**src/sv/bcm_pkg.sv**
```systemverilog
// Shared types and constants for the battery charge monitor.
// Holds field widths, reset values, status and register codes, the controller
// states and the command and status structs between controller and datapath.
`timescale 1ns / 1ps

package bcm_pkg;

  // Field and datapath widths
  localparam int ADC_W       = 10;
  localparam int SUM_W       = 20;
  localparam int GAIN_W      = 24;
  localparam int GAIN_HALF_W = 12;
  localparam int MUL_P_W     = 32;
  localparam int PROD_W      = 44;
  localparam int FRAC_W      = 16;
  localparam int MV_W        = 16;
  localparam int PCT_W       = 7;
  localparam int IDX_W       = 4;
  localparam int NUM_W       = 28;
  localparam int DEN_W       = 16;
  localparam int CFG_IDX_W   = 1;
  localparam int CFG_DATA_W  = 24;

  // Fixed thresholds and register reset values
  localparam logic [MV_W-1:0]   FULL_CHARGE_MV = 16'd12700;
  localparam logic [PCT_W-1:0]  PCT_FULL       = 7'd100;
  localparam logic [GAIN_W-1:0] MV_GAIN_RESET  = 24'd908000;
  localparam logic [PCT_W-1:0]  LOW_PCT_RESET  = 7'd20;

  // Configuration register indexes
  localparam logic [CFG_IDX_W-1:0] CFG_MV_GAIN = 1'd0;
  localparam logic [CFG_IDX_W-1:0] CFG_LOW_PCT = 1'd1;

  typedef enum logic [1:0] {
    ST_ONLINE      = 2'd0,
    ST_ON_BATTERY  = 2'd1,
    ST_LOW_BATTERY = 2'd2
  } status_t;

  typedef enum logic [3:0] {
    S_IDLE,
    S_CHECK,
    S_MUL_LO,
    S_MUL_HI,
    S_AVG_DIV,
    S_AVG_WAIT,
    S_LOOKUP,
    S_SCAN,
    S_SEG_MUL,
    S_SEG_DIV,
    S_SEG_WAIT,
    S_FINISH
  } bcm_state_t;

  // Commands from the controller to the datapath
  typedef struct packed {
    logic load_in;
    logic mul_lo;
    logic mul_hi;
    logic avg_start;
    logic avg_store;
    logic scan_init;
    logic scan_step;
    logic seg_latch;
    logic interp_mul;
    logic interp_start;
    logic interp_store;
    logic set_full;
    logic set_miss;
    logic out_load;
  } bcm_cmd_t;

  // Status from the datapath to the controller
  typedef struct packed {
    logic op_table;
    logic count_full;
    logic above_full;
    logic hit;
    logic scan_last;
    logic div_busy;
  } bcm_stat_t;

endpackage

```
**src/sv/bcm_div.sv**
```systemverilog
// Restoring serial divider, one quotient bit per cycle.
// Shared by the averaging and the interpolation steps; uses bcm_pkg.
`timescale 1ns / 1ps

module bcm_div import bcm_pkg::*; #(
  parameter int NW = NUM_W,
  parameter int DW = DEN_W
) (
  input  logic          clk,
  input  logic          rst,
  input  logic          start,
  input  logic [NW-1:0] num,
  input  logic [DW-1:0] den,
  output logic          busy,
  output logic [NW-1:0] quo
);

  localparam int CW = (NW > 1) ? $clog2(NW) : 1;

  logic [CW-1:0] cnt;
  logic [DW-1:0] rem;
  logic [DW-1:0] den_r;
  logic [DW:0]   rem_sh;
  logic [DW:0]   rem_sub;
  logic          ge;

  // Shift in the next numerator bit and try a subtraction
  always_comb begin
    rem_sh  = {rem, quo[NW-1]};
    ge      = (rem_sh >= {1'b0, den_r});
    rem_sub = rem_sh - {1'b0, den_r};
  end

  always_ff @(posedge clk) begin
    if (rst) begin
      busy <= 1'b0;
      cnt  <= '0;
    end else if (start) begin
      busy <= 1'b1;
      cnt  <= CW'(NW - 1);
    end else if (busy) begin
      cnt <= cnt - CW'(1);
      if (cnt == '0) begin
        busy <= 1'b0;
      end
    end
  end

  // Partial remainder and quotient, numerator bits shifted out at the top
  always_ff @(posedge clk) begin
    if (start) begin
      rem   <= '0;
      quo   <= num;
      den_r <= den;
    end else if (busy) begin
      rem <= ge ? rem_sub[DW-1:0] : rem_sh[DW-1:0];
      quo <= {quo[NW-2:0], ge};
    end
  end

endmodule

```
**src/sv/bcm_dp.sv**
```systemverilog
// Datapath: configuration registers, breakpoint table, sample accumulator,
// shared multiplier, segment scan and result registers. Uses bcm_pkg, bcm_div.
`timescale 1ns / 1ps

module bcm_dp import bcm_pkg::*; #(
  parameter int SAMPLES  = 16,
  parameter int SEGMENTS = 11
) (
  input  logic                  clk,
  input  logic                  rst,
  input  bcm_cmd_t              cmd,
  output bcm_stat_t             stat,
  input  logic                  op,
  input  logic                  mains_lost,
  input  logic                  measure_enable,
  input  logic [ADC_W-1:0]      adc_sample,
  input  logic [IDX_W-1:0]      table_index,
  input  logic [MV_W-1:0]       table_mv,
  input  logic [PCT_W-1:0]      table_percent,
  input  logic                  cfg_write,
  input  logic [CFG_IDX_W-1:0]  cfg_index,
  input  logic [CFG_DATA_W-1:0] cfg_data,
  output logic [1:0]            status,
  output logic [PCT_W-1:0]      charge_percent,
  output logic                  charge_valid,
  output logic [MV_W-1:0]       average_mv
);

  localparam int DEPTH = SEGMENTS + 1;
  localparam int AW    = $clog2(DEPTH);
  localparam int IXW   = ((AW > IDX_W) ? AW : IDX_W) + 1;
  localparam int CNT_W = $clog2(SAMPLES + 1);

  logic [GAIN_W-1:0] mv_gain;
  logic [PCT_W-1:0]  low_pct;

  logic [MV_W-1:0]  bp_mv  [DEPTH];
  logic [PCT_W-1:0] bp_pct [DEPTH];
  logic [IXW-1:0]   tix_ext;
  logic             tix_ok;

  logic [SUM_W-1:0] sample_sum;
  logic [CNT_W-1:0] sample_count;
  logic [MV_W-1:0]  average;
  logic             mains_r;

  logic [SUM_W-1:0]       mul_a;
  logic [GAIN_HALF_W-1:0] mul_b;
  logic [MUL_P_W-1:0]     mul_p;
  logic [MUL_P_W-1:0]     p0;
  logic [MUL_P_W-1:0]     p1;
  logic [PROD_W-1:0]      avg_prod;

  logic [AW-1:0]    scan_idx;
  logic [MV_W-1:0]  prev_mv;
  logic [PCT_W-1:0] prev_pct;
  logic [MV_W-1:0]  cur_mv;
  logic [PCT_W-1:0] cur_pct;

  logic [MV_W-1:0]  seg_off;
  logic [MV_W-1:0]  seg_d;
  logic [PCT_W-1:0] seg_c0;
  logic [PCT_W-1:0] seg_delta;
  logic             seg_up;

  logic [NUM_W-1:0] interp_num;
  logic [NUM_W-1:0] div_num;
  logic [DEN_W-1:0] div_den;
  logic             div_start;
  logic             div_busy;
  logic [NUM_W-1:0] div_q;

  logic [PCT_W:0]   pct_sum;
  logic [PCT_W-1:0] pct_interp;
  logic [PCT_W-1:0] pct_r;
  logic             valid_r;
  status_t          st_next;

  // Configuration registers
  always_ff @(posedge clk) begin
    if (rst) begin
      mv_gain <= MV_GAIN_RESET;
      low_pct <= LOW_PCT_RESET;
    end else if (cfg_write) begin
      case (cfg_index)
        CFG_MV_GAIN: mv_gain <= cfg_data[GAIN_W-1:0];
        CFG_LOW_PCT: low_pct <= cfg_data[PCT_W-1:0];
        default: ;
      endcase
    end
  end

  // Breakpoint table; writes past the last entry are dropped
  assign tix_ext = IXW'(table_index);
  assign tix_ok  = (tix_ext < IXW'(DEPTH));

  always_ff @(posedge clk) begin
    if (rst) begin
      for (int i = 0; i < DEPTH; i++) begin
        bp_mv[i]  <= '0;
        bp_pct[i] <= '0;
      end
    end else if (cmd.load_in && op && tix_ok) begin
      bp_mv[tix_ext[AW-1:0]]  <= table_mv;
      bp_pct[tix_ext[AW-1:0]] <= table_percent;
    end
  end

  // Running sum of converter readings, cleared when an average is taken
  always_ff @(posedge clk) begin
    if (rst) begin
      sample_sum   <= '0;
      sample_count <= '0;
    end else if (cmd.load_in && !op && measure_enable) begin
      sample_sum   <= sample_sum + SUM_W'(adc_sample);
      sample_count <= sample_count + CNT_W'(1);
    end else if (cmd.avg_start) begin
      sample_sum   <= '0;
      sample_count <= '0;
    end
  end

  always_ff @(posedge clk) begin
    if (cmd.load_in) begin
      mains_r <= mains_lost;
    end
  end

  // Shared 20x12 multiplier: gain halves for the average, slope for a segment
  always_comb begin
    mul_a = sample_sum;
    mul_b = mv_gain[GAIN_HALF_W-1:0];
    if (cmd.mul_hi) begin
      mul_b = mv_gain[GAIN_W-1:GAIN_HALF_W];
    end
    if (cmd.interp_mul) begin
      mul_a = SUM_W'(seg_off);
      mul_b = GAIN_HALF_W'(seg_delta);
    end
    mul_p = MUL_P_W'(mul_a) * MUL_P_W'(mul_b);
  end

  always_ff @(posedge clk) begin
    if (cmd.mul_lo || cmd.interp_mul) begin
      p0 <= mul_p;
    end
    if (cmd.mul_hi) begin
      p1 <= mul_p;
    end
  end

  // Divider operands: sum times gain >> 16 over SAMPLES, or the segment fraction
  always_comb begin
    avg_prod   = PROD_W'(p0) + {p1, {GAIN_HALF_W{1'b0}}};
    interp_num = p0[NUM_W-1:0] +
                 (seg_up ? {NUM_W{1'b0}} : (NUM_W'(seg_d) - NUM_W'(1)));
    div_start  = cmd.avg_start || cmd.interp_start;
    if (cmd.interp_start) begin
      div_num = interp_num;
      div_den = seg_d;
    end else begin
      div_num = avg_prod[PROD_W-1:FRAC_W];
      div_den = DEN_W'(SAMPLES);
    end
  end

  bcm_div #(
    .NW(NUM_W),
    .DW(DEN_W)
  ) u_div (
    .clk  (clk),
    .rst  (rst),
    .start(div_start),
    .num  (div_num),
    .den  (div_den),
    .busy (div_busy),
    .quo  (div_q)
  );

  // Stored average, saturated to 16 bits
  always_ff @(posedge clk) begin
    if (rst) begin
      average <= '0;
    end else if (cmd.avg_store) begin
      average <= (|div_q[NUM_W-1:MV_W]) ? {MV_W{1'b1}} : div_q[MV_W-1:0];
    end
  end

  // Segment scan: one table entry per cycle, the previous one held
  assign cur_mv  = bp_mv[scan_idx];
  assign cur_pct = bp_pct[scan_idx];

  always_ff @(posedge clk) begin
    if (rst) begin
      scan_idx <= '0;
    end else if (cmd.scan_init) begin
      scan_idx <= AW'(1);
    end else if (cmd.scan_step) begin
      scan_idx <= scan_idx + AW'(1);
    end
  end

  always_ff @(posedge clk) begin
    if (cmd.scan_init) begin
      prev_mv  <= bp_mv[0];
      prev_pct <= bp_pct[0];
    end else if (cmd.scan_step) begin
      prev_mv  <= cur_mv;
      prev_pct <= cur_pct;
    end
  end

  // Capture the matching segment's offset, span and charge slope
  always_ff @(posedge clk) begin
    if (cmd.seg_latch) begin
      seg_off   <= prev_mv - average;
      seg_d     <= prev_mv - cur_mv;
      seg_c0    <= prev_pct;
      seg_up    <= (cur_pct >= prev_pct);
      seg_delta <= (cur_pct >= prev_pct) ? (cur_pct - prev_pct) : (prev_pct - cur_pct);
    end
  end

  // Interpolated charge; the quotient never exceeds the charge step
  always_comb begin
    if (seg_up) begin
      pct_sum = {1'b0, seg_c0} + {1'b0, div_q[PCT_W-1:0]};
    end else begin
      pct_sum = {1'b0, seg_c0} - {1'b0, div_q[PCT_W-1:0]};
    end
    pct_interp = (pct_sum > {1'b0, PCT_FULL}) ? PCT_FULL : pct_sum[PCT_W-1:0];
  end

  always_ff @(posedge clk) begin
    if (cmd.set_full) begin
      pct_r   <= PCT_FULL;
      valid_r <= 1'b1;
    end else if (cmd.set_miss) begin
      pct_r   <= '0;
      valid_r <= 1'b0;
    end else if (cmd.interp_store) begin
      pct_r   <= pct_interp;
      valid_r <= 1'b1;
    end
  end

  // Status for the outgoing word
  always_comb begin
    if (!valid_r || (pct_r <= low_pct)) begin
      st_next = ST_LOW_BATTERY;
    end else if (mains_r) begin
      st_next = ST_ON_BATTERY;
    end else begin
      st_next = ST_ONLINE;
    end
  end

  // Output register
  always_ff @(posedge clk) begin
    if (cmd.out_load) begin
      status         <= st_next;
      charge_percent <= pct_r;
      charge_valid   <= valid_r;
      average_mv     <= average;
    end
  end

  // Status back to the controller
  always_comb begin
    stat.op_table   = op;
    stat.count_full = (sample_count == CNT_W'(SAMPLES));
    stat.above_full = (average > FULL_CHARGE_MV);
    stat.hit        = (average < prev_mv) && (average > cur_mv);
    stat.scan_last  = (scan_idx == AW'(SEGMENTS));
    stat.div_busy   = div_busy;
  end

endmodule

```
**src/sv/bcm_ctrl.sv**
```systemverilog
// Controller state machine: sequences accumulate, average, scan and
// interpolation, and owns the handshakes. Uses bcm_pkg.
`timescale 1ns / 1ps

module bcm_ctrl import bcm_pkg::*; (
  input  logic      clk,
  input  logic      rst,
  input  logic      item_valid,
  output logic      item_ready,
  output logic      result_valid,
  input  logic      result_ready,
  input  bcm_stat_t stat,
  output bcm_cmd_t  cmd
);

  bcm_state_t state;
  bcm_state_t state_next;

  // State register
  always_ff @(posedge clk) begin
    if (rst) begin
      state <= S_IDLE;
    end else begin
      state <= state_next;
    end
  end

  // Output word valid flag
  always_ff @(posedge clk) begin
    if (rst) begin
      result_valid <= 1'b0;
    end else if (cmd.out_load) begin
      result_valid <= 1'b1;
    end else if (result_ready) begin
      result_valid <= 1'b0;
    end
  end

  // Next state and commands
  always_comb begin
    state_next = state;
    cmd        = '0;
    item_ready = (state == S_IDLE);
    case (state)
      S_IDLE: begin
        if (item_valid) begin
          cmd.load_in = 1'b1;
          if (!stat.op_table) begin
            state_next = S_CHECK;
          end
        end
      end
      S_CHECK: begin
        state_next = stat.count_full ? S_MUL_LO : S_LOOKUP;
      end
      S_MUL_LO: begin
        cmd.mul_lo = 1'b1;
        state_next = S_MUL_HI;
      end
      S_MUL_HI: begin
        cmd.mul_hi = 1'b1;
        state_next = S_AVG_DIV;
      end
      S_AVG_DIV: begin
        cmd.avg_start = 1'b1;
        state_next    = S_AVG_WAIT;
      end
      S_AVG_WAIT: begin
        if (!stat.div_busy) begin
          cmd.avg_store = 1'b1;
          state_next    = S_LOOKUP;
        end
      end
      S_LOOKUP: begin
        if (stat.above_full) begin
          cmd.set_full = 1'b1;
          state_next   = S_FINISH;
        end else begin
          cmd.scan_init = 1'b1;
          state_next    = S_SCAN;
        end
      end
      S_SCAN: begin
        if (stat.hit) begin
          cmd.seg_latch = 1'b1;
          state_next    = S_SEG_MUL;
        end else if (stat.scan_last) begin
          cmd.set_miss = 1'b1;
          state_next   = S_FINISH;
        end else begin
          cmd.scan_step = 1'b1;
        end
      end
      S_SEG_MUL: begin
        cmd.interp_mul = 1'b1;
        state_next     = S_SEG_DIV;
      end
      S_SEG_DIV: begin
        cmd.interp_start = 1'b1;
        state_next       = S_SEG_WAIT;
      end
      S_SEG_WAIT: begin
        if (!stat.div_busy) begin
          cmd.interp_store = 1'b1;
          state_next       = S_FINISH;
        end
      end
      S_FINISH: begin
        if (!result_valid || result_ready) begin
          cmd.out_load = 1'b1;
          state_next   = S_IDLE;
        end
      end
      default: begin
        state_next = S_IDLE;
      end
    endcase
  end

endmodule

```
**src/sv/battery_charge_monitor_unit.sv**
```systemverilog
// Battery charge monitor top level. A table write completes in its accept cycle.
// A sample tick above full charge gives its word without a scan; else the table is
// scanned one entry per cycle and a matching segment is interpolated by multiply and
// serial divide. A tick that closes an average first multiplies the sum by the gain
// and divides it. The next item is taken in the cycle after the word is loaded.
// Reset clears the sum, count, average and table, and loads the register defaults.
`timescale 1ns / 1ps

module battery_charge_monitor_unit import bcm_pkg::*; #(
  parameter int SAMPLES  = 16,
  parameter int SEGMENTS = 11
) (
  input  logic                  clk,
  input  logic                  rst,
  input  logic                  item_valid,
  output logic                  item_ready,
  input  logic                  op,
  input  logic                  mains_lost,
  input  logic                  measure_enable,
  input  logic [ADC_W-1:0]      adc_sample,
  input  logic [IDX_W-1:0]      table_index,
  input  logic [MV_W-1:0]       table_mv,
  input  logic [PCT_W-1:0]      table_percent,
  output logic                  result_valid,
  input  logic                  result_ready,
  output logic [1:0]            status,
  output logic [PCT_W-1:0]      charge_percent,
  output logic                  charge_valid,
  output logic [MV_W-1:0]       average_mv,
  input  logic                  cfg_write,
  input  logic [CFG_IDX_W-1:0]  cfg_index,
  input  logic [CFG_DATA_W-1:0] cfg_data
);

  bcm_cmd_t  cmd;
  bcm_stat_t stat;

  bcm_ctrl u_ctrl (
    .clk         (clk),
    .rst         (rst),
    .item_valid  (item_valid),
    .item_ready  (item_ready),
    .result_valid(result_valid),
    .result_ready(result_ready),
    .stat        (stat),
    .cmd         (cmd)
  );

  bcm_dp #(
    .SAMPLES (SAMPLES),
    .SEGMENTS(SEGMENTS)
  ) u_dp (
    .clk           (clk),
    .rst           (rst),
    .cmd           (cmd),
    .stat          (stat),
    .op            (op),
    .mains_lost    (mains_lost),
    .measure_enable(measure_enable),
    .adc_sample    (adc_sample),
    .table_index   (table_index),
    .table_mv      (table_mv),
    .table_percent (table_percent),
    .cfg_write     (cfg_write),
    .cfg_index     (cfg_index),
    .cfg_data      (cfg_data),
    .status        (status),
    .charge_percent(charge_percent),
    .charge_valid  (charge_valid),
    .average_mv    (average_mv)
  );

  // A charge outside every segment always reports low battery with zero percent
  a_miss_is_low: assert property (@(posedge clk) disable iff (rst)
    result_valid && !charge_valid |-> status == ST_LOW_BATTERY && charge_percent == '0)
    else $error("invalid charge without low battery status");

  // Reported charge stays within whole percent range
  a_pct_range: assert property (@(posedge clk) disable iff (rst)
    result_valid |-> charge_percent <= PCT_FULL)
    else $error("charge percent above full");

  // A table write completes in its accept cycle
  a_table_write_fast: assert property (@(posedge clk) disable iff (rst)
    item_valid && item_ready && op |=> item_ready)
    else $error("table write stalled the input");

  // A sample tick always occupies the controller past its accept cycle
  a_tick_busy: assert property (@(posedge clk) disable iff (rst)
    item_valid && item_ready && !op |=> !item_ready)
    else $error("sample tick finished without work");

endmodule
```
**config.mk**
```make
export PLATFORM = sky130hd
export DESIGN_NAME = battery_charge_monitor_unit
export DESIGN_NICKNAME = d
export VERILOG_FILES = /design/src/sv/bcm_pkg.sv /design/src/sv/bcm_div.sv /design/src/sv/bcm_dp.sv /design/src/sv/bcm_ctrl.sv /design/src/sv/battery_charge_monitor_unit.sv
export SDC_FILE = /design/constraint.sdc
export NUM_CORES = 2
export LEC_CHECK = 0
export BUFFER_PORTS_ARGS = -buffer_cell sky130_fd_sc_hd__buf_2
export CORE_MARGIN = 10
export CORE_UTILIZATION = 40
export DETAILED_ROUTE_END_ITERATION = 7
export GPL_TIMING_DRIVEN = 0
export MAX_ROUTING_LAYER = met4
export PLACE_DENSITY_LB_ADDON = 0.1
export SETUP_SLACK_MARGIN = 0.1
export SLEW_MARGIN = 40
export SYNTH_ARGS = -nofsm -noshare
export SYNTH_HDL_FRONTEND = slang
export SYNTH_SLANG_ARGS = --single-unit
export TNS_END_PERCENT = 100
```
**constraint.sdc**
```tcl
create_clock -name clk -period 7.35 [get_ports clk]
set_input_delay 0 -clock clk [delete_from_list [all_inputs] [get_ports clk]]
set_output_delay 0 -clock clk [all_outputs]
set_load 0.02 [all_outputs]
```
==> impl_metrics.json <==
{
  "first_global_vias": 29400,
  "path_common_cell": "fa_1",
  "slew_violations": 0,
  "cts_tree": "yes",
  "synth_area_mm2": 0.0421,
  "wirelength_mm": 122,
  "antenna_found_initial": 7,
  "ant_nets": 0,
  "grt_max_degree": 29,
  "ys_ff_latch": 684,
  "intPower_w": 0.00833,
  "portBuffers": 95,
  "worst_pin_slew_ns": 0.864,
  "drtPass1Iterations": 5,
  "routabilityCongestion": 0.876,
  "post-route-drc-count": 0,
  "synthCells": 3738,
  "start_util_pct": 40.5,
  "grt.total_usage_pct": 21.1,
  "cp.buffers_inverters": 7,
  "cts_buffer_depth": 3,
  "diodes": 0,
  "hp-class": "in2reg",
  "clock_latency_ns": 0.67,
  "grt_pass1_wl_mm": 184,
  "synth_top_cells_by_count": "edfxtp_1 (573), nand2_1 (420), inv_1 (366), and2_1 (327), ha_1 (223)",
  "relSlewSlack_pct": 42.4,
  "yosysWarnings": 0,
  "rsz0062_at_grt": "false",
  "status": "complete, no violations",
  "synth_area_leaders": "edfxtp_1 (41%), fa_1 (8.9%), ha_1 (6.6%), mux4_2 (6.1%), dfxtp_1 (5.3%)",
  "p_sw_w": 0.00400,
  "arrival_ns": 7.46,
  "clockPowerShare_pct": 32.8,
  "setup_viol": 0,
  "cap_violations": 0,
  "core_mm2": 0.104,
  "drt-initial-drc-count": 2165,
  "path_clk_slew_ns": 0.06,
  "synthArstFlopShare_pct": 0,
  "synth_cell_types": 84,
  "htreeDepth": 3,
  "layout.nets": 4610,
  "power.density_mw_per_mm2": 250,
  "io_pins": 98,
  "p_seq_share_pct": 40.5,
  "num_vias": 29200,
  "setup_ws_ns": 0.369,
  "ir_drop_v": 0.000201,
  "critPathRequiredTime_ns": 7.83,
  "syn_avg_cell_area_um2": 11.3,
  "final.period_utilization_pct": 95.0,
  "cts_buffers": 82,
  "p_sw_share_pct": 32.5,
  "place_ws_ns": -1.65,
  "fin_skew_ns": 0.0247,
  "clock-sinks": 684,
  "synth_ff_type": "edfxtp_1",
  "synthDominantCellAreaShare_pct": 40.8,
  "whs_ns": 0.0625,
  "pwr-share-comb_pct": 26.7,
  "max_freq_mhz": 143,
  "areaGrowthSynthToFinish_pct": 17.1,
  "crit_family": "adder cells",
  "dpl.hpwl_mm": 94.3,
  "cp-end-kind": "flop",
  "die_h_um": 345,
  "viasPerCell": 5.25,
  "layout-drive-gt1-share_pct": 13.0,
  "critPathKind": "reg2reg",
  "fin_crit_ns": 6.98,
  "root_buffer": "clkbuf_16",
  "slowest_stage": "fa_1",
  "yosysTopAreaCell": "edfxtp_1",
  "die_area_mm2": 0.119,
  "cp-start-kind": "flop",
  "wl_per_cell_um": 22.0,
  "yosysSeqAreaShare_pct": 46.1,
  "path_max_fanout": 10,
  "die_width_um": 345,
  "power_leakage_nw": 19.9,
  "synth_most_common_cell": "edfxtp_1",
  "overflow": 0,
  "synth-edff-count": 573,
  "hold_viol": 0,
  "cpPeakStageDelay_ns": 0.55,
  "num_rows": 118
}
-- path summary, 6_finish.rpt --
path,slack [ns],from,depth (start not counted),end
max reg2reg,0.37,u_ctrl.state[0]$_SDFFE_PP0P_,29,u_dp.p1[31]$_DFFE_PP_
min reg2reg,0.46,u_dp.mv_gain[10]$_SDFFE_PP0P_,2,u_dp.mv_gain[10]$_SDFFE_PP0P_
min,0.06,mains_lost,2,u_dp.mains_r$_DFFE_PP_
max,0.37,u_ctrl.state[0]$_SDFFE_PP0P_,29,u_dp.p1[31]$_DFFE_PP_
-- layout by cell type (no fill, tap or decap), drive strengths merged, types with 26 or more instances in the layout --
cell type	count
xnor2	81
a21o	52
buf	173
dfxtp	111
clkinv	26
dlygate4sd3	74
mux2	31
and2	327
nand3	92
inv	373
mux4	115
nor2	172
a21oi	192
mux2i	32
nand4	28
clkbuf	252
edfxtp	573
nand2	420
o21ai	119
fa	188
xor2	44
conb	92
nor3	46
ha	223
-- power groups by stage --
stage,combinational (W),sequential (W),clock (W)
2_1_floorplan,0.00223,0.00489,0
3_3_place_gp,0.00308,0.00508,0
3_5_place_dp,0.00314,0.00506,0
4_1_cts,0.00325,0.00499,0.00413
5_1_grt,0.00365,0.00502,0.00428
6_report,0.00329,0.00499,0.00404
-- area by class of cell --
cell class | instances | area [µm²]
plain buffers | 173 | 873
clock inverters | 38 | 385
well taps | 1380 | 1730
repair buffers | 216 | 1760
inverters | 370 | 1400
flip-flops and latches | 684 | 19400
clock buffers | 110 | 2280
multi-input cells | 2602 | 21500
fillers | 9657 | 54800
-- flip-flops by register name, indices dropped and copies added, names as in the netlist, 16 cells and up --
signal,cells
u_dp.u_div.den_r,16
u_dp.prev_mv,16
u_dp.average_mv,16
u_dp.seg_d,16
u_dp.mv_gain,24
u_dp.p1,32
u_dp.seg_off,16
u_dp.p0,32
u_dp.u_div.rem,16
u_dp.u_div.quo,28
u_dp.average,16
u_dp.bp_pct,112
u_dp.bp_mv,256
u_dp.sample_sum,20
-- layer usage --
layer | part of all wire (%) | up-vias | GRT usage [%]
li1 | - | 13900 | -
met1 | 44 | 14500 | 27.1
met2 | 49 | 692 | 34.5
met3 | 4.9 | 170 | 3.42
met4 | 2.6 | 0 | 5.57
met5 | 0 | - | -
-- repair_timing --
action,4_1_cts,5_1_grt
buffers inserted,10,14
pin swaps,12,29
resized for setup,90,80
cloned,2,0
endpoints found under the hold margin,215,0
hold buffers,74,0
endpoints found under the setup margin,46,26
-- stage by stage --
stage | std cells | util (%) | TNS, ns | total power [W] | area (µm²)
5_1_grt | 5573 | 47.4 | 0 | 0.0130 | 49300
4_1_cts | 5559 | 47.1 | 0 | 0.0124 | 49000
3_5_place_dp | 5325 | 43.4 | -37.12 | 0.00820 | 45200
6_report | 5573 | 47.4 | 0 | 0.0123 | 49300
3_3_place_gp | 5304 | 42.9 | -37.28 | 0.00815 | 44700
2_1_floorplan | 3829 | - | 0 | 0.00712 | 42500
-- kinds of logic after synthesis --
kind of cell	Yosys count	synth area share [%]
AOI/OAI and AO/OA	567	8.66
muxes	178	7.74
and+or+nand+nor	1229	14.5
xor gates and xnor gates	125	2.60
buffers and inverters	543	4.86
DFF	684	46.1
adders and majority gates	411	15.6
other	1	0.00890
No activity file was read; power rests on OpenSTA's default activity.
